File: config.mk
export PLATFORM = sky130hd
export DESIGN_NAME = periodic_sphere_collision_time_unit
export DESIGN_NICKNAME = d
export VERILOG_FILES = /design/src/sv/psct_pkg.sv /design/src/sv/psct_mul.sv /design/src/sv/psct_sqrt.sv /design/src/sv/psct_div.sv /design/src/sv/periodic_sphere_collision_time_unit.sv
export SDC_FILE = /design/constraint.sdc
export NUM_CORES = 2
export LEC_CHECK = 0
export BUFFER_PORTS_ARGS = -buffer_cell sky130_fd_sc_hd__buf_2
export CAP_MARGIN = 0
export CORE_UTILIZATION = 40
export DETAILED_ROUTE_END_ITERATION = 7
export HOLD_SLACK_MARGIN = 0.02
export PLACE_DENSITY = 0.55
export SETUP_SLACK_MARGIN = 0.4
export SYNTH_ARGS = -nofsm -noshare
export SYNTH_HDL_FRONTEND = slang
export SYNTH_SLANG_ARGS = --single-unit
File: constraint.sdc
create_clock -name clk -period 21.5 [get_ports clk]
set_clock_uncertainty 0.05 [all_clocks]
set_input_delay 5.375 -clock clk [delete_from_list [all_inputs] [get_ports clk]]
set_output_delay 5.375 -clock clk [all_outputs]
set_load 0.005 [all_outputs]
File: src/sv/psct_pkg.sv
// Shared types, widths and the periodic image offset table for the collision time unit.
`default_nettype none

package psct_pkg;

    // Image count and fixed field widths
    localparam int NUM_IMAGES_DEF = 27;
    localparam int COORD_W        = 32;
    localparam int IDX_W          = 5;
    localparam int CFG_IDX_W      = 2;

    // Register indexes
    localparam logic [CFG_IDX_W-1:0] CFG_BOX_X = 2'd0;
    localparam logic [CFG_IDX_W-1:0] CFG_BOX_Y = 2'd1;
    localparam logic [CFG_IDX_W-1:0] CFG_BOX_Z = 2'd2;

    // Box length after reset: 10.0 in Q16.16
    localparam logic [COORD_W-1:0] BOX_RESET = 32'd655360;

    // Arithmetic unit widths
    localparam int MUL_W  = 68;   // operand width of the shared multiplier
    localparam int SQ_W   = 134;  // discriminant width
    localparam int DEN_W  = 68;   // divisor width
    localparam int QUO_W  = 32;   // quotient width
    localparam int FRAC_W = 16;   // fraction bits of the time

    // Offset codes: two bit two's complement of -1, 0, +1
    typedef logic [1:0] off_t;
    localparam off_t OFF_ZERO = 2'b00;
    localparam off_t OFF_POS  = 2'b01;
    localparam off_t OFF_NEG  = 2'b11;

    typedef struct packed {
        off_t x;
        off_t y;
        off_t z;
    } offset_t;

    // Input request payload
    typedef struct packed {
        logic        [COORD_W-1:0] pos_a_x;
        logic        [COORD_W-1:0] pos_a_y;
        logic        [COORD_W-1:0] pos_a_z;
        logic signed [COORD_W-1:0] vel_a_x;
        logic signed [COORD_W-1:0] vel_a_y;
        logic signed [COORD_W-1:0] vel_a_z;
        logic        [COORD_W-1:0] pos_b_x;
        logic        [COORD_W-1:0] pos_b_y;
        logic        [COORD_W-1:0] pos_b_z;
        logic signed [COORD_W-1:0] vel_b_x;
        logic signed [COORD_W-1:0] vel_b_y;
        logic signed [COORD_W-1:0] vel_b_z;
    } in_item_t;

    // Result request payload
    typedef struct packed {
        logic               has_collision;
        logic [COORD_W-1:0] time_to_collision;
        logic [IDX_W-1:0]   image_index;
    } out_item_t;

    // Offset of each periodic image of the second sphere, in scan order
    function automatic offset_t image_offset(input logic [IDX_W-1:0] k);
        offset_t o;
        case (k)
            5'd0:    o = '{OFF_ZERO, OFF_ZERO, OFF_ZERO};
            5'd1:    o = '{OFF_POS,  OFF_ZERO, OFF_ZERO};
            5'd2:    o = '{OFF_ZERO, OFF_POS,  OFF_ZERO};
            5'd3:    o = '{OFF_ZERO, OFF_ZERO, OFF_POS };
            5'd4:    o = '{OFF_NEG,  OFF_ZERO, OFF_ZERO};
            5'd5:    o = '{OFF_ZERO, OFF_NEG,  OFF_ZERO};
            5'd6:    o = '{OFF_ZERO, OFF_ZERO, OFF_NEG };
            5'd7:    o = '{OFF_ZERO, OFF_POS,  OFF_POS };
            5'd8:    o = '{OFF_POS,  OFF_ZERO, OFF_POS };
            5'd9:    o = '{OFF_POS,  OFF_POS,  OFF_ZERO};
            5'd10:   o = '{OFF_ZERO, OFF_POS,  OFF_NEG };
            5'd11:   o = '{OFF_NEG,  OFF_ZERO, OFF_POS };
            5'd12:   o = '{OFF_POS,  OFF_NEG,  OFF_ZERO};
            5'd13:   o = '{OFF_ZERO, OFF_NEG,  OFF_POS };
            5'd14:   o = '{OFF_POS,  OFF_ZERO, OFF_NEG };
            5'd15:   o = '{OFF_NEG,  OFF_POS,  OFF_ZERO};
            5'd16:   o = '{OFF_ZERO, OFF_NEG,  OFF_NEG };
            5'd17:   o = '{OFF_NEG,  OFF_ZERO, OFF_NEG };
            5'd18:   o = '{OFF_NEG,  OFF_NEG,  OFF_ZERO};
            5'd19:   o = '{OFF_POS,  OFF_POS,  OFF_POS };
            5'd20:   o = '{OFF_NEG,  OFF_POS,  OFF_POS };
            5'd21:   o = '{OFF_POS,  OFF_NEG,  OFF_POS };
            5'd22:   o = '{OFF_POS,  OFF_POS,  OFF_NEG };
            5'd23:   o = '{OFF_POS,  OFF_NEG,  OFF_NEG };
            5'd24:   o = '{OFF_NEG,  OFF_POS,  OFF_NEG };
            5'd25:   o = '{OFF_NEG,  OFF_NEG,  OFF_POS };
            5'd26:   o = '{OFF_NEG,  OFF_NEG,  OFF_NEG };
            default: o = '{OFF_ZERO, OFF_ZERO, OFF_ZERO};
        endcase
        return o;
    endfunction

endpackage

`default_nettype wire

File: src/sv/psct_mul.sv
// Bit-serial shift-add multiplier, one multiplier bit per cycle.
`default_nettype none

module psct_mul #(
    parameter int W = psct_pkg::MUL_W
) (
    input  wire logic           clk,
    input  wire logic           rst_n,
    input  wire logic           start,
    input  wire logic [W-1:0]   a,
    input  wire logic [W-1:0]   b,
    output logic                done,
    output logic [2*W-1:0]      prod
);

    localparam int CNT_W = $clog2(W + 1);

    logic [2*W-1:0]   acc_reg, acc_next;
    logic [CNT_W-1:0] cnt_reg, cnt_next;
    logic             busy_reg, busy_next;
    logic             done_reg, done_next;
    logic [W:0]       sum;

    // Add the multiplicand on a set low bit, then shift the product right
    always_comb
    begin
        sum       = {1'b0, acc_reg[2*W-1:W]} + (acc_reg[0] ? {1'b0, a} : '0);
        acc_next  = acc_reg;
        cnt_next  = cnt_reg;
        busy_next = busy_reg;
        done_next = 1'b0;
        if (start)
        begin
            acc_next  = {{W{1'b0}}, b};
            cnt_next  = CNT_W'(W);
            busy_next = 1'b1;
        end
        else if (busy_reg)
        begin
            acc_next = {sum, acc_reg[W-1:1]};
            cnt_next = cnt_reg - 1'b1;
            if (cnt_reg == CNT_W'(1))
            begin
                busy_next = 1'b0;
                done_next = 1'b1;
            end
        end
    end

    // Hold control state
    always_ff @(posedge clk or negedge rst_n)
    begin
        if (!rst_n)
        begin
            cnt_reg  <= '0;
            busy_reg <= 1'b0;
            done_reg <= 1'b0;
        end
        else
        begin
            cnt_reg  <= cnt_next;
            busy_reg <= busy_next;
            done_reg <= done_next;
        end
    end

    // Advance the partial product
    always_ff @(posedge clk)
    begin
        acc_reg <= acc_next;
    end

    assign done = done_reg;
    assign prod = acc_reg;

endmodule

`default_nettype wire

File: src/sv/psct_sqrt.sv
// Digit-by-digit integer square root, one root bit per cycle, rounded down.
`default_nettype none

module psct_sqrt #(
    parameter int NW = psct_pkg::SQ_W
) (
    input  wire logic              clk,
    input  wire logic              rst_n,
    input  wire logic              start,
    input  wire logic [NW-1:0]     n,
    output logic                   done,
    output logic [NW/2-1:0]        root
);

    localparam int RW    = NW / 2;
    localparam int CNT_W = $clog2(RW + 1);

    logic [NW-1:0]    n_reg, n_next;
    logic [RW:0]      rem_reg, rem_next;
    logic [RW-1:0]    root_reg, root_next;
    logic [CNT_W-1:0] cnt_reg, cnt_next;
    logic             busy_reg, busy_next;
    logic             done_reg, done_next;
    logic [RW+2:0]    rem_sh;
    logic [RW+2:0]    trial;
    logic [RW+2:0]    diff;
    logic             fits;

    // Bring down two radicand bits and try the next root bit
    always_comb
    begin
        rem_sh    = {rem_reg, n_reg[NW-1:NW-2]};
        trial     = {1'b0, root_reg, 2'b01};
        diff      = rem_sh - trial;
        fits      = rem_sh >= trial;
        n_next    = n_reg;
        rem_next  = rem_reg;
        root_next = root_reg;
        cnt_next  = cnt_reg;
        busy_next = busy_reg;
        done_next = 1'b0;
        if (start)
        begin
            n_next    = n;
            rem_next  = '0;
            root_next = '0;
            cnt_next  = CNT_W'(RW);
            busy_next = 1'b1;
        end
        else if (busy_reg)
        begin
            n_next    = {n_reg[NW-3:0], 2'b00};
            rem_next  = fits ? diff[RW:0] : rem_sh[RW:0];
            root_next = {root_reg[RW-2:0], fits};
            cnt_next  = cnt_reg - 1'b1;
            if (cnt_reg == CNT_W'(1))
            begin
                busy_next = 1'b0;
                done_next = 1'b1;
            end
        end
    end

    // Hold control state
    always_ff @(posedge clk or negedge rst_n)
    begin
        if (!rst_n)
        begin
            cnt_reg  <= '0;
            busy_reg <= 1'b0;
            done_reg <= 1'b0;
        end
        else
        begin
            cnt_reg  <= cnt_next;
            busy_reg <= busy_next;
            done_reg <= done_next;
        end
    end

    // Advance radicand, remainder and root
    always_ff @(posedge clk)
    begin
        n_reg    <= n_next;
        rem_reg  <= rem_next;
        root_reg <= root_next;
    end

    assign done = done_reg;
    assign root = root_reg;

endmodule

`default_nettype wire

File: src/sv/psct_div.sv
// Restoring divider for the time quotient, one quotient bit per cycle, saturating.
`default_nettype none

module psct_div #(
    parameter int DW = psct_pkg::DEN_W,
    parameter int QW = psct_pkg::QUO_W,
    parameter int FW = psct_pkg::FRAC_W
) (
    input  wire logic          clk,
    input  wire logic          rst_n,
    input  wire logic          start,
    input  wire logic [DW-1:0] c,
    input  wire logic [DW-1:0] den,
    output logic               done,
    output logic [QW-1:0]      quot
);

    // Dividend is c scaled by 2^FW; its top part sits above the quotient bits
    localparam int SH    = QW - FW;
    localparam int HI_W  = DW - SH;
    localparam int CNT_W = $clog2(QW + 1);

    logic [DW-1:0]    rem_reg, rem_next;
    logic [DW-1:0]    den_reg, den_next;
    logic [QW-1:0]    lo_reg, lo_next;
    logic [QW-1:0]    q_reg, q_next;
    logic [CNT_W-1:0] cnt_reg, cnt_next;
    logic             busy_reg, busy_next;
    logic             done_reg, done_next;
    logic [DW:0]      rem_sh;
    logic [DW:0]      diff;
    logic             fits;
    logic             sat;

    // Bring down one dividend bit and subtract the divisor where it fits
    always_comb
    begin
        rem_sh    = {rem_reg, lo_reg[QW-1]};
        diff      = rem_sh - {1'b0, den_reg};
        fits      = rem_sh >= {1'b0, den_reg};
        sat       = {{SH{1'b0}}, c[DW-1:SH]} >= den;
        rem_next  = rem_reg;
        den_next  = den_reg;
        lo_next   = lo_reg;
        q_next    = q_reg;
        cnt_next  = cnt_reg;
        busy_next = busy_reg;
        done_next = 1'b0;
        if (start)
        begin
            den_next = den;
            if (sat)
            begin
                // Quotient does not fit: saturate at once
                q_next    = '1;
                done_next = 1'b1;
            end
            else
            begin
                rem_next  = {{SH{1'b0}}, c[DW-1:SH]};
                lo_next   = {c[SH-1:0], {FW{1'b0}}};
                q_next    = '0;
                cnt_next  = CNT_W'(QW);
                busy_next = 1'b1;
            end
        end
        else if (busy_reg)
        begin
            rem_next = fits ? diff[DW-1:0] : rem_sh[DW-1:0];
            lo_next  = {lo_reg[QW-2:0], 1'b0};
            q_next   = {q_reg[QW-2:0], fits};
            cnt_next = cnt_reg - 1'b1;
            if (cnt_reg == CNT_W'(1))
            begin
                busy_next = 1'b0;
                done_next = 1'b1;
            end
        end
    end

    // Hold control state
    always_ff @(posedge clk or negedge rst_n)
    begin
        if (!rst_n)
        begin
            cnt_reg  <= '0;
            busy_reg <= 1'b0;
            done_reg <= 1'b0;
        end
        else
        begin
            cnt_reg  <= cnt_next;
            busy_reg <= busy_next;
            done_reg <= done_next;
        end
    end

    // Advance remainder, dividend bits and quotient
    always_ff @(posedge clk)
    begin
        rem_reg <= rem_next;
        den_reg <= den_next;
        lo_reg  <= lo_next;
        q_reg   <= q_next;
    end

    assign done = done_reg;
    assign quot = q_reg;

endmodule

`default_nettype wire

File: src/sv/periodic_sphere_collision_time_unit.sv
// Top level: sequencer over periodic images around a shared bit-serial multiplier, root and divider.
`default_nettype none

// Takes one pair of unit-radius spheres and returns the earliest strictly positive
// contact time over NUM_IMAGES periodic images of the second sphere, with the image
// index (earliest-listed image wins ties; time saturates at all ones). One request is
// worked at a time; in_stall is high from acceptance until the result is loaded into
// the output register, and the next request can be taken while that result waits.
// The sequencer runs every product through the single 68-bit bit-serial multiplier, one
// bit per cycle: first the relative speed squared, then per image the approach and
// distance products. An image rejected by the approach or contact test ends there; one
// that passes goes on through the second-order products and, unless its discriminant is
// negative, the 67-step square root and the 32-step division. Box lengths are written on
// the cfg port; a write to an index past box_len_z is ignored.
module periodic_sphere_collision_time_unit #(
    parameter int NUM_IMAGES = psct_pkg::NUM_IMAGES_DEF
) (
    input  wire logic                                clk,
    input  wire logic                                rst_n,
    input  wire logic                                in_valid,
    output logic                                     in_stall,
    input  wire psct_pkg::in_item_t                  in_data,
    output logic                                     out_valid,
    input  wire logic                                out_stall,
    output psct_pkg::out_item_t                      out_data,
    input  wire logic                                cfg_we,
    input  wire logic [psct_pkg::CFG_IDX_W-1:0]      cfg_index,
    input  wire logic [psct_pkg::COORD_W-1:0]        cfg_data
);

    localparam int CW = psct_pkg::COORD_W;
    localparam int IW = psct_pkg::IDX_W;
    localparam int MW = psct_pkg::MUL_W;
    localparam int SW = psct_pkg::SQ_W;
    localparam int RW = psct_pkg::SQ_W / 2;
    localparam int DW = psct_pkg::DEN_W;
    localparam int QW = psct_pkg::QUO_W;
    localparam int VW = CW + 1;          // relative velocity magnitude
    localparam int PW = CW + 3;          // signed separation
    localparam int AW = CW + 2;          // separation magnitude
    localparam int VVW = 2 * CW + 2;     // speed squared
    localparam int HW = 2 * CW + 6;      // signed approach term
    localparam int HMW = 2 * CW + 3;     // approach magnitude
    localparam int RRW = 2 * CW + 4;     // distance squared

    localparam logic [1:0] AXIS_X = 2'd0;
    localparam logic [1:0] AXIS_Y = 2'd1;
    localparam logic [1:0] AXIS_Z = 2'd2;

    // Squared contact distance (2.0)^2 in units of 2^-32
    localparam logic [RRW-1:0] CONTACT = RRW'(1) << 34;

    typedef enum logic [6:0] {
        S_IDLE  = 7'b0000001,
        S_MUL   = 7'b0000010,
        S_CHECK = 7'b0000100,
        S_ROOT  = 7'b0001000,
        S_DIV   = 7'b0010000,
        S_NEXT  = 7'b0100000,
        S_DONE  = 7'b1000000
    } state_t;

    typedef enum logic [4:0] {
        OP_VV = 5'b00001,
        OP_HV = 5'b00010,
        OP_RR = 5'b00100,
        OP_BB = 5'b01000,
        OP_AC = 5'b10000
    } op_t;

    state_t               state_reg, state_next;
    op_t                  op_reg, op_next;
    logic [1:0]           axis_reg, axis_next;
    logic [IW-1:0]        img_reg, img_next;
    logic                 mul_start_reg, mul_start_next;
    logic                 sqrt_start_reg, sqrt_start_next;
    logic                 div_start_reg, div_start_next;
    logic                 found_reg, found_next;
    logic                 out_valid_reg, out_valid_next;
    logic [CW-1:0]        box_x_reg, box_y_reg, box_z_reg;

    psct_pkg::in_item_t   item_reg, item_next;
    psct_pkg::out_item_t  out_reg, out_next;
    logic [VW-1:0]        vmag_reg [3];
    logic [VW-1:0]        vmag_next [3];
    logic [2:0]           vneg_reg, vneg_next;
    logic [VVW-1:0]       vv_reg, vv_next;
    logic [HW-1:0]        h_reg, h_next;
    logic [RRW-1:0]       rr_reg, rr_next;
    logic [HMW-1:0]       hm_reg, hm_next;
    logic [RRW-1:0]       c_reg, c_next;
    logic [SW-1:0]        bb_reg, bb_next;
    logic [QW-1:0]        best_t_reg, best_t_next;
    logic [IW-1:0]        best_k_reg, best_k_next;

    logic [VW-1:0]        vrel_w [3];
    logic [CW-1:0]        pa_sel, pb_sel, box_sel;
    psct_pkg::off_t       off_sel;
    psct_pkg::offset_t    offs;
    logic [PW-1:0]        r_base, r_val;
    logic [AW-1:0]        rmag;
    logic                 rneg;
    logic [VW-1:0]        vmag_sel;
    logic                 vneg_sel;
    logic [MW-1:0]        mul_a, mul_b;
    logic                 mul_done;
    logic [2*MW-1:0]      mul_prod;
    logic [SW-1:0]        disc;
    logic                 sqrt_done;
    logic [RW-1:0]        sqrt_root;
    logic [DW-1:0]        den;
    logic                 div_done;
    logic [QW-1:0]        div_q;
    logic [HW-1:0]        h_prod;
    logic [HW-1:0]        h_neg;
    logic                 accept;

    assign accept = in_valid && !in_stall;

    // Relative velocity of the incoming request, as magnitude and sign
    always_comb
    begin
        vrel_w[0] = {in_data.vel_b_x[CW-1], in_data.vel_b_x}
                  - {in_data.vel_a_x[CW-1], in_data.vel_a_x};
        vrel_w[1] = {in_data.vel_b_y[CW-1], in_data.vel_b_y}
                  - {in_data.vel_a_y[CW-1], in_data.vel_a_y};
        vrel_w[2] = {in_data.vel_b_z[CW-1], in_data.vel_b_z}
                  - {in_data.vel_a_z[CW-1], in_data.vel_a_z};
    end

    // Separation along the current axis for the current image
    always_comb
    begin
        offs = psct_pkg::image_offset(img_reg);
        case (axis_reg)
            AXIS_X:
            begin
                pa_sel  = item_reg.pos_a_x;
                pb_sel  = item_reg.pos_b_x;
                box_sel = box_x_reg;
                off_sel = offs.x;
            end
            AXIS_Y:
            begin
                pa_sel  = item_reg.pos_a_y;
                pb_sel  = item_reg.pos_b_y;
                box_sel = box_y_reg;
                off_sel = offs.y;
            end
            default:
            begin
                pa_sel  = item_reg.pos_a_z;
                pb_sel  = item_reg.pos_b_z;
                box_sel = box_z_reg;
                off_sel = offs.z;
            end
        endcase
        r_base = {3'b000, pb_sel} - {3'b000, pa_sel};
        case (off_sel)
            psct_pkg::OFF_POS: r_val = r_base + {3'b000, box_sel};
            psct_pkg::OFF_NEG: r_val = r_base - {3'b000, box_sel};
            default:           r_val = r_base;
        endcase
        rneg     = r_val[PW-1];
        rmag     = rneg ? AW'(PW'(0) - r_val) : r_val[AW-1:0];
        vmag_sel = vmag_reg[axis_reg];
        vneg_sel = vneg_reg[axis_reg];
    end

    // Select multiplier operands for the current product
    always_comb
    begin
        case (op_reg)
            OP_VV:
            begin
                mul_a = {{(MW-VW){1'b0}}, vmag_sel};
                mul_b = {{(MW-VW){1'b0}}, vmag_sel};
            end
            OP_HV:
            begin
                mul_a = {{(MW-AW){1'b0}}, rmag};
                mul_b = {{(MW-VW){1'b0}}, vmag_sel};
            end
            OP_RR:
            begin
                mul_a = {{(MW-AW){1'b0}}, rmag};
                mul_b = {{(MW-AW){1'b0}}, rmag};
            end
            OP_BB:
            begin
                mul_a = {{(MW-HMW){1'b0}}, hm_reg};
                mul_b = {{(MW-HMW){1'b0}}, hm_reg};
            end
            OP_AC:
            begin
                mul_a = {{(MW-VVW){1'b0}}, vv_reg};
                mul_b = c_reg;
            end
            default:
            begin
                mul_a = '0;
                mul_b = '0;
            end
        endcase
    end

    assign disc   = bb_reg - mul_prod[SW-1:0];
    assign den    = {1'b0, hm_reg} + {1'b0, sqrt_root};
    assign h_prod = {{(HW-(2*CW+3)){1'b0}}, mul_prod[2*CW+2:0]};
    assign h_neg  = HW'(0) - h_reg;

    psct_mul #(.W(MW)) u_mul (
        .clk   (clk),
        .rst_n (rst_n),
        .start (mul_start_reg),
        .a     (mul_a),
        .b     (mul_b),
        .done  (mul_done),
        .prod  (mul_prod)
    );

    psct_sqrt #(.NW(SW)) u_sqrt (
        .clk   (clk),
        .rst_n (rst_n),
        .start (sqrt_start_reg),
        .n     (disc),
        .done  (sqrt_done),
        .root  (sqrt_root)
    );

    psct_div #(.DW(DW), .QW(QW), .FW(psct_pkg::FRAC_W)) u_div (
        .clk   (clk),
        .rst_n (rst_n),
        .start (div_start_reg),
        .c     (c_reg),
        .den   (den),
        .done  (div_done),
        .quot  (div_q)
    );

    // Sequence the products, root and division over the images
    always_comb
    begin
        state_next      = state_reg;
        op_next         = op_reg;
        axis_next       = axis_reg;
        img_next        = img_reg;
        mul_start_next  = 1'b0;
        sqrt_start_next = 1'b0;
        div_start_next  = 1'b0;
        found_next      = found_reg;
        out_valid_next  = out_valid_reg;
        item_next       = item_reg;
        out_next        = out_reg;
        vmag_next       = vmag_reg;
        vneg_next       = vneg_reg;
        vv_next         = vv_reg;
        h_next          = h_reg;
        rr_next         = rr_reg;
        hm_next         = hm_reg;
        c_next          = c_reg;
        bb_next         = bb_reg;
        best_t_next     = best_t_reg;
        best_k_next     = best_k_reg;

        // Drop the result once it is taken
        if (out_valid_reg && !out_stall)
        begin
            out_valid_next = 1'b0;
        end

        case (state_reg)
            S_IDLE:
            begin
                if (accept)
                begin
                    item_next = in_data;
                    for (int i = 0; i < 3; i++)
                    begin
                        vneg_next[i] = vrel_w[i][VW-1];
                        vmag_next[i] = vrel_w[i][VW-1] ? VW'(0) - vrel_w[i] : vrel_w[i];
                    end
                    vv_next        = '0;
                    found_next     = 1'b0;
                    img_next       = '0;
                    axis_next      = AXIS_X;
                    op_next        = OP_VV;
                    mul_start_next = 1'b1;
                    state_next     = S_MUL;
                end
            end
            S_MUL:
            begin
                if (mul_done)
                begin
                    case (op_reg)
                        OP_VV:
                        begin
                            vv_next = vv_reg + mul_prod[VVW-1:0];
                            if (axis_reg == AXIS_Z)
                            begin
                                axis_next = AXIS_X;
                                h_next    = '0;
                                rr_next   = '0;
                                op_next   = OP_HV;
                            end
                            else
                            begin
                                axis_next = axis_reg + 1'b1;
                            end
                            mul_start_next = 1'b1;
                        end
                        OP_HV:
                        begin
                            h_next         = (rneg ^ vneg_sel) ? h_reg - h_prod
                                                               : h_reg + h_prod;
                            op_next        = OP_RR;
                            mul_start_next = 1'b1;
                        end
                        OP_RR:
                        begin
                            rr_next = rr_reg + mul_prod[RRW-1:0];
                            if (axis_reg == AXIS_Z)
                            begin
                                state_next = S_CHECK;
                            end
                            else
                            begin
                                axis_next      = axis_reg + 1'b1;
                                op_next        = OP_HV;
                                mul_start_next = 1'b1;
                            end
                        end
                        OP_BB:
                        begin
                            bb_next        = mul_prod[SW-1:0];
                            op_next        = OP_AC;
                            mul_start_next = 1'b1;
                        end
                        OP_AC:
                        begin
                            // Negative discriminant: no contact for this image
                            if (mul_prod[SW-1:0] > bb_reg)
                            begin
                                state_next = S_NEXT;
                            end
                            else
                            begin
                                sqrt_start_next = 1'b1;
                                state_next      = S_ROOT;
                            end
                        end
                        default:
                        begin
                            state_next = S_NEXT;
                        end
                    endcase
                end
            end
            S_CHECK:
            begin
                // Keep only approaching, non-overlapping images
                if (h_reg[HW-1] && (rr_reg > CONTACT))
                begin
                    hm_next        = h_neg[HMW-1:0];
                    c_next         = rr_reg - CONTACT;
                    op_next        = OP_BB;
                    mul_start_next = 1'b1;
                    state_next     = S_MUL;
                end
                else
                begin
                    state_next = S_NEXT;
                end
            end
            S_ROOT:
            begin
                if (sqrt_done)
                begin
                    div_start_next = 1'b1;
                    state_next     = S_DIV;
                end
            end
            S_DIV:
            begin
                if (div_done)
                begin
                    if (!found_reg || (div_q < best_t_reg))
                    begin
                        found_next  = 1'b1;
                        best_t_next = div_q;
                        best_k_next = img_reg;
                    end
                    state_next = S_NEXT;
                end
            end
            S_NEXT:
            begin
                if (img_reg == IW'(NUM_IMAGES - 1))
                begin
                    state_next = S_DONE;
                end
                else
                begin
                    img_next       = img_reg + 1'b1;
                    axis_next      = AXIS_X;
                    h_next         = '0;
                    rr_next        = '0;
                    op_next        = OP_HV;
                    mul_start_next = 1'b1;
                    state_next     = S_MUL;
                end
            end
            S_DONE:
            begin
                // Load the result once the output register is free
                if (!out_valid_reg || !out_stall)
                begin
                    out_next.has_collision     = found_reg;
                    out_next.time_to_collision = found_reg ? best_t_reg : '0;
                    out_next.image_index       = found_reg ? best_k_reg : '0;
                    out_valid_next             = 1'b1;
                    state_next                 = S_IDLE;
                end
            end
            default:
            begin
                state_next = S_IDLE;
            end
        endcase
    end

    // Hold control state and box registers
    always_ff @(posedge clk or negedge rst_n)
    begin
        if (!rst_n)
        begin
            state_reg      <= S_IDLE;
            op_reg         <= OP_VV;
            axis_reg       <= AXIS_X;
            img_reg        <= '0;
            mul_start_reg  <= 1'b0;
            sqrt_start_reg <= 1'b0;
            div_start_reg  <= 1'b0;
            found_reg      <= 1'b0;
            out_valid_reg  <= 1'b0;
            box_x_reg      <= psct_pkg::BOX_RESET;
            box_y_reg      <= psct_pkg::BOX_RESET;
            box_z_reg      <= psct_pkg::BOX_RESET;
        end
        else
        begin
            state_reg      <= state_next;
            op_reg         <= op_next;
            axis_reg       <= axis_next;
            img_reg        <= img_next;
            mul_start_reg  <= mul_start_next;
            sqrt_start_reg <= sqrt_start_next;
            div_start_reg  <= div_start_next;
            found_reg      <= found_next;
            out_valid_reg  <= out_valid_next;
            if (cfg_we)
            begin
                case (cfg_index)
                    psct_pkg::CFG_BOX_X: box_x_reg <= cfg_data;
                    psct_pkg::CFG_BOX_Y: box_y_reg <= cfg_data;
                    psct_pkg::CFG_BOX_Z: box_z_reg <= cfg_data;
                    default:             ;
                endcase
            end
        end
    end

    // Advance the datapath
    always_ff @(posedge clk)
    begin
        item_reg   <= item_next;
        out_reg    <= out_next;
        vmag_reg   <= vmag_next;
        vneg_reg   <= vneg_next;
        vv_reg     <= vv_next;
        h_reg      <= h_next;
        rr_reg     <= rr_next;
        hm_reg     <= hm_next;
        c_reg      <= c_next;
        bb_reg     <= bb_next;
        best_t_reg <= best_t_next;
        best_k_reg <= best_k_next;
    end

    assign in_stall  = (state_reg != S_IDLE);
    assign out_valid = out_valid_reg;
    assign out_data  = out_reg;

    // Each unit finishes only while the sequencer waits on it
    a_mul_done_state: assert property (@(posedge clk) disable iff (!rst_n)
        mul_done |-> state_reg == S_MUL)
        else $error("multiplier finished outside the product wait");

    a_sqrt_done_state: assert property (@(posedge clk) disable iff (!rst_n)
        sqrt_done |-> state_reg == S_ROOT)
        else $error("square root finished outside its wait");

    a_div_done_state: assert property (@(posedge clk) disable iff (!rst_n)
        div_done |-> state_reg == S_DIV)
        else $error("divider finished outside its wait");

    // Image counter stays within the configured image count
    a_img_range: assert property (@(posedge clk) disable iff (!rst_n)
        img_reg < IW'(NUM_IMAGES))
        else $error("image index past the image count");

    // Best image was seen no later than the current one
    a_best_order: assert property (@(posedge clk) disable iff (!rst_n)
        found_reg |-> best_k_reg <= img_reg)
        else $error("best image index ahead of scan");

    // Contact test runs only after all three axes are summed
    a_check_axis: assert property (@(posedge clk) disable iff (!rst_n)
        state_reg == S_CHECK |-> axis_reg == AXIS_Z)
        else $error("contact test before last axis");

endmodule

`default_nettype wire

Yosys cells after proc, flatten, opt, wreduce, memory -nomap -nowiden
Memories as Yosys holds them, arrays and structs flattened.
Index checks and enable logic that the tools add are counted.

storage, ports and cells
  output and inout bits = 40
  memory bits (read-only) = 192
  bits of input ports = 423
  flip-flop bits (word level) = 1593
  logic and storage cells = 294
  memories = 1

operators by class
  eq/ne operators = 40
  add/subtract/negate cells = 26
  bitwise gates (word level) = 2
  mux-type cells = 123
  reduce and logical (&&, ||, !) cells = 40
  $lt $le $gt $ge = 8

memories
  memory           depth  bits a word  rd ports  clocked after memory_dff  wr ports  RTL line        text
  (no name shown)  32     6            1         0                         0         psct_pkg.sv:65  case (k)

operators by type and width
  operator                                                             number
  68-bit 2-to-1 mux                                                    10
  32-bit 2-to-1 mux                                                    9
  70-bit 2-to-1 mux                                                    4
  70-bit case mux with 2 select lines                                  2
  68-bit case mux with 2 select lines                                  2
  68-bit case mux with 4 select lines                                  1
  134-bit 2-to-1 mux                                                   2
  67-bit case mux with 4 select lines                                  1
  66-bit 2-to-1 mux                                                    3
  32-bit case mux with 2 select lines                                  3
  68-bit subtractor                                                    2
  134-bit greater-than comparator                                      1
  134-bit subtractor                                                   1
  66-bit case mux with 2 select lines                                  1
  32-bit by 32-bit subtractor with 33-bit output                       4
  1-bit by 33-bit subtractor with 33-bit output, first input constant  3
  7-bit 2-to-1 mux                                                     11
  70-bit by 67-bit adder with 70-bit output                            1
  70-bit by 69-bit greater-or-equal comparator with 1-bit output       1
  35-bit case mux with 2 select lines                                  1
  70-bit by 67-bit subtractor with 70-bit output                       1
  68-bit by 67-bit adder with 69-bit output                            1
  69-bit by 68-bit greater-or-equal comparator with 1-bit output       1
  67-bit by 67-bit adder with 68-bit output                            1
  other kinds (72)                                                     172

Longest topological paths before layout
  word-level depth = 12
  mapped depth = 52
  mapped depth without buffers = 42

Modules after synthesis
Synthesis repeated with hierarchy kept, for this count alone.

second synthesis, totals
  cells, all modules = 12487
  area total of the unflattened synthesis = 116556.8 sq um

modules (own cells, without submodules)
  module                               cells an instance  times used  sequential area each (sq um)  area an instance (sq um)
  periodic_sphere_collision_time_unit  8360               1           28297.1                       77209.0
  psct_sqrt                            1628               1           6951.7                        15805.2
  psct_div                             1433               1           5725.5                        13676.9
  psct_mul                             1066               1           3628.5                        9865.7

Worst setup path after synthesis
OpenSTA, ideal clock, no wires.

  path type = input-to-reg
  start = in in_valid
  end = reg img_reg[1]
  cell stages on the path = 4
  arrival time = 12.467 ns
  setup time = 0.127 ns
  setup slack = 8.855 ns
  data required time = 21.323 ns
  buffers on the path = 0
  cell sequence = nand2_1 inv_1 o21ai_0 a22o_1

between the ends
  cells in the longest elaborated chain, start to end = 3

ends and longest elaborated chain
  item                             RTL line                                    text
  from (decl)                      periodic_sphere_collision_time_unit.sv:20   input wire logic in_valid,
  1-bit logical AND                periodic_sphere_collision_time_unit.sv:118  assign accept = in_valid && !in_stall;
  2-bit inequality test (no line)  --
  3-bit AND reduction (no line)    --
  to (signal assigned)             periodic_sphere_collision_time_unit.sv:456  img_reg <= img_next;
  to (decl)                        periodic_sphere_collision_time_unit.sv:74   logic [IW-1:0] img_reg, img_next;

Every way passes these cells.
A chain may end at the register's enable or synchronous reset.

Worst setup path after layout
  start = reg axis_reg[1]
  end = reg u_mul.acc_reg[133] (netlist: u_mul.prod[133])

between the ends
  cells in the longest elaborated chain, start to end = 10
  elaborated cells between the ends (all ways) = 21
  classes of those cells = add/sub: 5; eq/ne: 3; mux: 11; bitwise: 1; reduce/logical: 1

ends and longest elaborated chain
  item                                                                                                                RTL line                                                                                text
  from (decl)                                                                                                         periodic_sphere_collision_time_unit.sv:73                                               logic [1:0] axis_reg, axis_next;
  from (signal assigned)                                                                                              periodic_sphere_collision_time_unit.sv:455                                              axis_reg <= axis_next;
  2-bit by 1-bit == test with 1-bit output / 2-bit logical NOT (equally long branches)                                periodic_sphere_collision_time_unit.sv:135                                              case (axis_reg)
  32-bit case mux with 2 select lines                                                                                 periodic_sphere_collision_time_unit.sv:135
  32-bit by 32-bit subtractor with 33-bit output                                                                      periodic_sphere_collision_time_unit.sv:158                                              r_base = {3'b000, pb_sel} - {3'b000, pa_sel};
  33-bit by 33-bit subtractor with 34-bit output / 33-bit by 33-bit adder with 34-bit output (equally long branches)  periodic_sphere_collision_time_unit.sv:161, periodic_sphere_collision_time_unit.sv:160
  35-bit case mux with 2 select lines                                                                                 periodic_sphere_collision_time_unit.sv:159                                              case (off_sel)
  1-bit by 34-bit subtractor with 34-bit output                                                                       periodic_sphere_collision_time_unit.sv:165                                              rmag = rneg ? AW'(PW'(0) - r_val) : r_val[AW-1:0];
  34-bit 2-to-1 mux                                                                                                   periodic_sphere_collision_time_unit.sv:165
  67-bit case mux with 4 select lines *                                                                               periodic_sphere_collision_time_unit.sv:173                                              case (op_reg)
  67-bit 2-to-1 mux *                                                                                                 psct_mul.sv:27                                                                          sum = {1'b0, acc_reg[2*W-1:W]} + (acc_reg[0] ? {1'b0, a} : '0);
  68-bit by 67-bit adder with 69-bit output *                                                                         psct_mul.sv:27
  to (signal assigned)                                                                                                psct_mul.sv:70                                                                          acc_reg <= acc_next;
  to (decl)                                                                                                           psct_mul.sv:18                                                                          logic [2*W-1:0] acc_reg, acc_next;

Every way passes the cells marked *; elsewhere a longest branch is shown, timed or not. The select of a mux whose other input is x is not followed.

==> parameters.txt <==
Parameter                              Value

Timing
  Max Clock Freq ... 80.1 MHz
  Setup repair after global routing missed its margin ... false
  Hold violation total from the final report ... 0
  Sum of negative setup slack ... 0 ps
  Worst hold margin ... 400 ps
  Clock period minus worst slack ... 12,480 ps
  Final-report max-slew violation count ... 0
  Worst slew slack as a fraction of its limit ... 10.2%
  Transition at the pin with the smallest max-transition slack ... 1330 ps
  Tcrit/Tclk final ... 58.1%
  Final setup vio count ... 0

Synthesis
  Top_reg_cell synth ... edfxtp_1
  Flop and latch count out of synthesis ... 1,577
  Post-Syn Area ... 113,000 um2
  YS warnings ... 0
  Top cell type by total area after synthesis ... edfxtp_1
  Portion of the post-synthesis area used by sequential elements ... 39.3%
  Synthesized netlist cell count ... 12,100
  Number of nets in the synthesized netlist ... 13,400
  Avg Inst Size Synth ... 9.37 um2
  Count of unique library cells instantiated by Yosys ... 105
  Share of the synthesized area in the top cell type ... 32.5%
  Asr flop ratio synth ... 9.26%
  Number of synthesized flops with an enable pin ... 1,228
  Top area cells in the synthesized netlist ... edfxtp_1, ha_1, a21oi_1, xnor2_1, nor2_1

Pwr
  Cell leakage power ... 51.0 nW
  Sequential group share of total power ... 21.7%
  Internal Dissipation ... 10.2 mW
  Clock Power Share ... 17.6%
  Psw ... 9.16 mW
  Share of total power in combinational logic ... 60.7%
  Switching Fraction ... 47.2%
  Power density over the cells ... 154 nW/um2
  VDD IR-drop max ... 0.000133 V
  Final Power ... 19.4 mW

Clock network
  Root buffer selected by CTS ... clkbuf_16
  Total of hold buffers inserted after clock tree synthesis ... 0
  Total of cells resized after clock tree synthesis ... 0
  CTS tree ... built
  CTS Buf Count ... 194
  Clk buf depth ... 4
  Source-to-sink clock delay at the later pin of the worst-skew pair ... 900 ps
  Level count of the clock H-tree ... 4
  Total setup buffers inserted after CTS ... 0
  Clock-pin slew of the registers on the worst-case setup and hold paths ... 60 ps
  Number of sinks on the clock net ... 1,577

Outcome
  Violated checks ... DRC
  Run status ... finished with violations

Die
  Boundary pin count ... 463
  DIE HEIGHT ... 534 um
  Site row count ... 195
  Area enclosed by the die boundary ... 286,000 um2
  Horizontal die dimension ... 534 um
  Area of the core ... 282,000 um2
  Initial Util ... 40.2%

Route
  ANT nets after route ... 0
  Number of remaining DRC errors ... 4
  Routed wire length ... 383 mm
  Via density per instance ... 5.79
  Number of violations reported at the end of detailed-routing iteration 0 ... 7,931
  Drt first pass iters ... 8
  Vias after detailed routing ... 94,300
  Detailed-route wire length per cell ... 23.5 um

Final layout
  Fillcell total ... 27,300
  Number of flip-flops in the largest register ... 192
  Synthesis-to-finish area growth ... 11.3%
  Proportion of layout cells with a drive suffix above 1 ... 10.3%
  Final Instance Area ... 126,000 um2
  Total Nets Final ... 13,700

Setup path
  Cell occurring most often along the worst timing path ... a31oi_1
  WP buf/inv ... 2
  Maximum net fanout on the critical path ... 105
  Critical Path End Type ... flip-flop
  Slowest stage cell, crit path ... buf_4
  Startpoint kind of the worst setup timing path ... flip-flop
  Worst endpoint required time ... 22,240 ps
  Slowest Stage Delay on Critical Path ... 810 ps
  Class of the most critical setup path ... flip-flop to flip-flop
  Arrival time at the worst endpoint ... 13,220 ps
  Cell type group with the largest total delay on the critical path ... compound AO/OA/AOI/OAI gates

Flow run
  Reported max-cap violation count ... 0

Hold path
  Type of the tightest min-delay check ... flip-flop to flip-flop

Global route
  Maximum number of pins on one net before global-route repair ... 157
  Initial antenna violation count ... 15
  Overall routing resource usage ... 26.0%
  Vias in the first global route ... 91,100
  Wire length of the first global-routing pass ... 570 mm
  Global-route congestion overflow total ... 0

Placement
  Final weighted congestion in routability-driven placement ... 0.984
  Placed Instance Area ... 120,000 um2
  IO Port Bufs ... 462
  Dpl hpwl ... 302 mm
## Yosys cell counts (all sizes together), types with 30 or more instances
cell	count
and2	121
a221oi	37
o21a	124
nor2	1108
clkbuf	428
a211oi	100
a21o	529
a21oi	1068
nand2	890
a311oi	73
a211o	31
o22ai	38
mux2	273
a22oi	92
o21ai	668
ha	876
nand3	186
inv	769
nor4	78
or4	30
o21bai	142
nor2b	109
nand4	181
edfxtp	1228
buf	64
xor2	382
or3	70
nor3	195
a222oi	43
and3	88
xnor2	593
a41oi	39
dfrtp	138
o211ai	50
or2	35
dfxtp	203
mux2i	247
o31ai	80
and4	30
a21boi	52
nand2b	103
a31oi	169
## power by group through the flow
stage	clock network [mW]	logic, mW	registers, mW
after detailed placement	0	11.5	4.26
after global placement	0	11.5	4.26
final	3.42	11.8	4.21
after floorplan	0	8.50	4.08
after CTS	3.49	11.6	4.20
after global routing	3.60	12.9	4.23
## final timing paths
kind | startpoint | endpoint | slack [ps] | cells after the start
min | u_div.quot[27] | best_t_reg[27] | 400 | 0
min reg2reg | u_div.quot[27] | best_t_reg[27] | 400 | 0
max in group asynchronous | rst_n | axis_reg[1] | 15420 | 2
max | axis_reg[1] | u_mul.prod[133] | 9020 | 39
max reg2reg | axis_reg[1] | u_mul.prod[133] | 9020 | 39
min in group asynchronous | rst_n | box_x_reg[26] | 4560 | 1
## per-stage QoR
| stage | worst slack [ps] | util [%] | std cells |
|---|---|---|---|
| after global placement | 9470 | 42.4 | 15900 |
| after CTS | 9240 | 44.7 | 16300 |
| after floorplan | 8860 | - | 12100 |
| after global routing | 7920 | 44.7 | 16300 |
| after detailed placement | 9310 | 42.4 | 15900 |
| final | 9020 | 44.7 | 16300 |
## area by class of cell
class | instances | area, um2 | share of cell area [%]
Antenna cell | 6 | 15.0 | 0.0119
Clock inverter | 105 | 1250 | 0.994
Sequential cell | 1577 | 44600 | 35.4
Inverter | 773 | 2920 | 2.31
Timing Repair Buffer | 584 | 3260 | 2.58
Clock buffer | 250 | 5250 | 4.16
Multi-Input combinational cell | 9263 | 64200 | 50.9
Tap cell | 3743 | 4680 | 3.71
## cells in the final DEF, fill, tap and decap left out, types with 68 or more instances in the layout
cell	n
a211oi_1	100
a21o_1	529
a21oi_1	1066
a22oi_1	92
a311oi_1	73
a31oi_1	166
and2_1	120
and3_1	85
buf_2	461
buf_4	120
clkbuf_16	196
dfrtp_1	131
dfxtp_1	203
edfxtp_1	1228
ha_1	876
inv_1	765
mux2_2	272
mux2i_1	247
nand2_1	884
nand2b_1	103
nand3_1	186
nand4_1	181
nor2_1	1105
nor2b_1	109
nor3_1	193
nor4_1	68
o21a_1	124
o21ai_0	658
o21bai_1	142
o31ai_1	79
or3_1	69
xnor2_1	591
xor2_1	382
## cell families after synthesis
| family | after synthesis | share of synthesized area [%] |
|---|---|---|
| AOI/OAI and AO/OA | 3562 | 20.2 |
| xor gates and xnor gates | 976 | 7.56 |
| adders and majority gates | 888 | 9.88 |
| buffers and inverters | 1265 | 4.24 |
| DFF | 1577 | 39.3 |
| muxes | 521 | 4.91 |
| and+or+nand+nor | 3316 | 13.9 |
## metal layers
| layer | share of wire (%) | global-route usage (%) | vias up |
|---|---|---|---|
| met2 | 46 | 42.5 | 2972 |
| met4 | 4.7 | 11.0 | 4 |
| li1 | - | - | 45200 |
| met1 | 44 | 34.7 | 45500 |
| met5 | 0.0070 | 0 | - |
| met3 | 5.2 | 2.88 | 571 |
(Power assumes the default switching activity.)
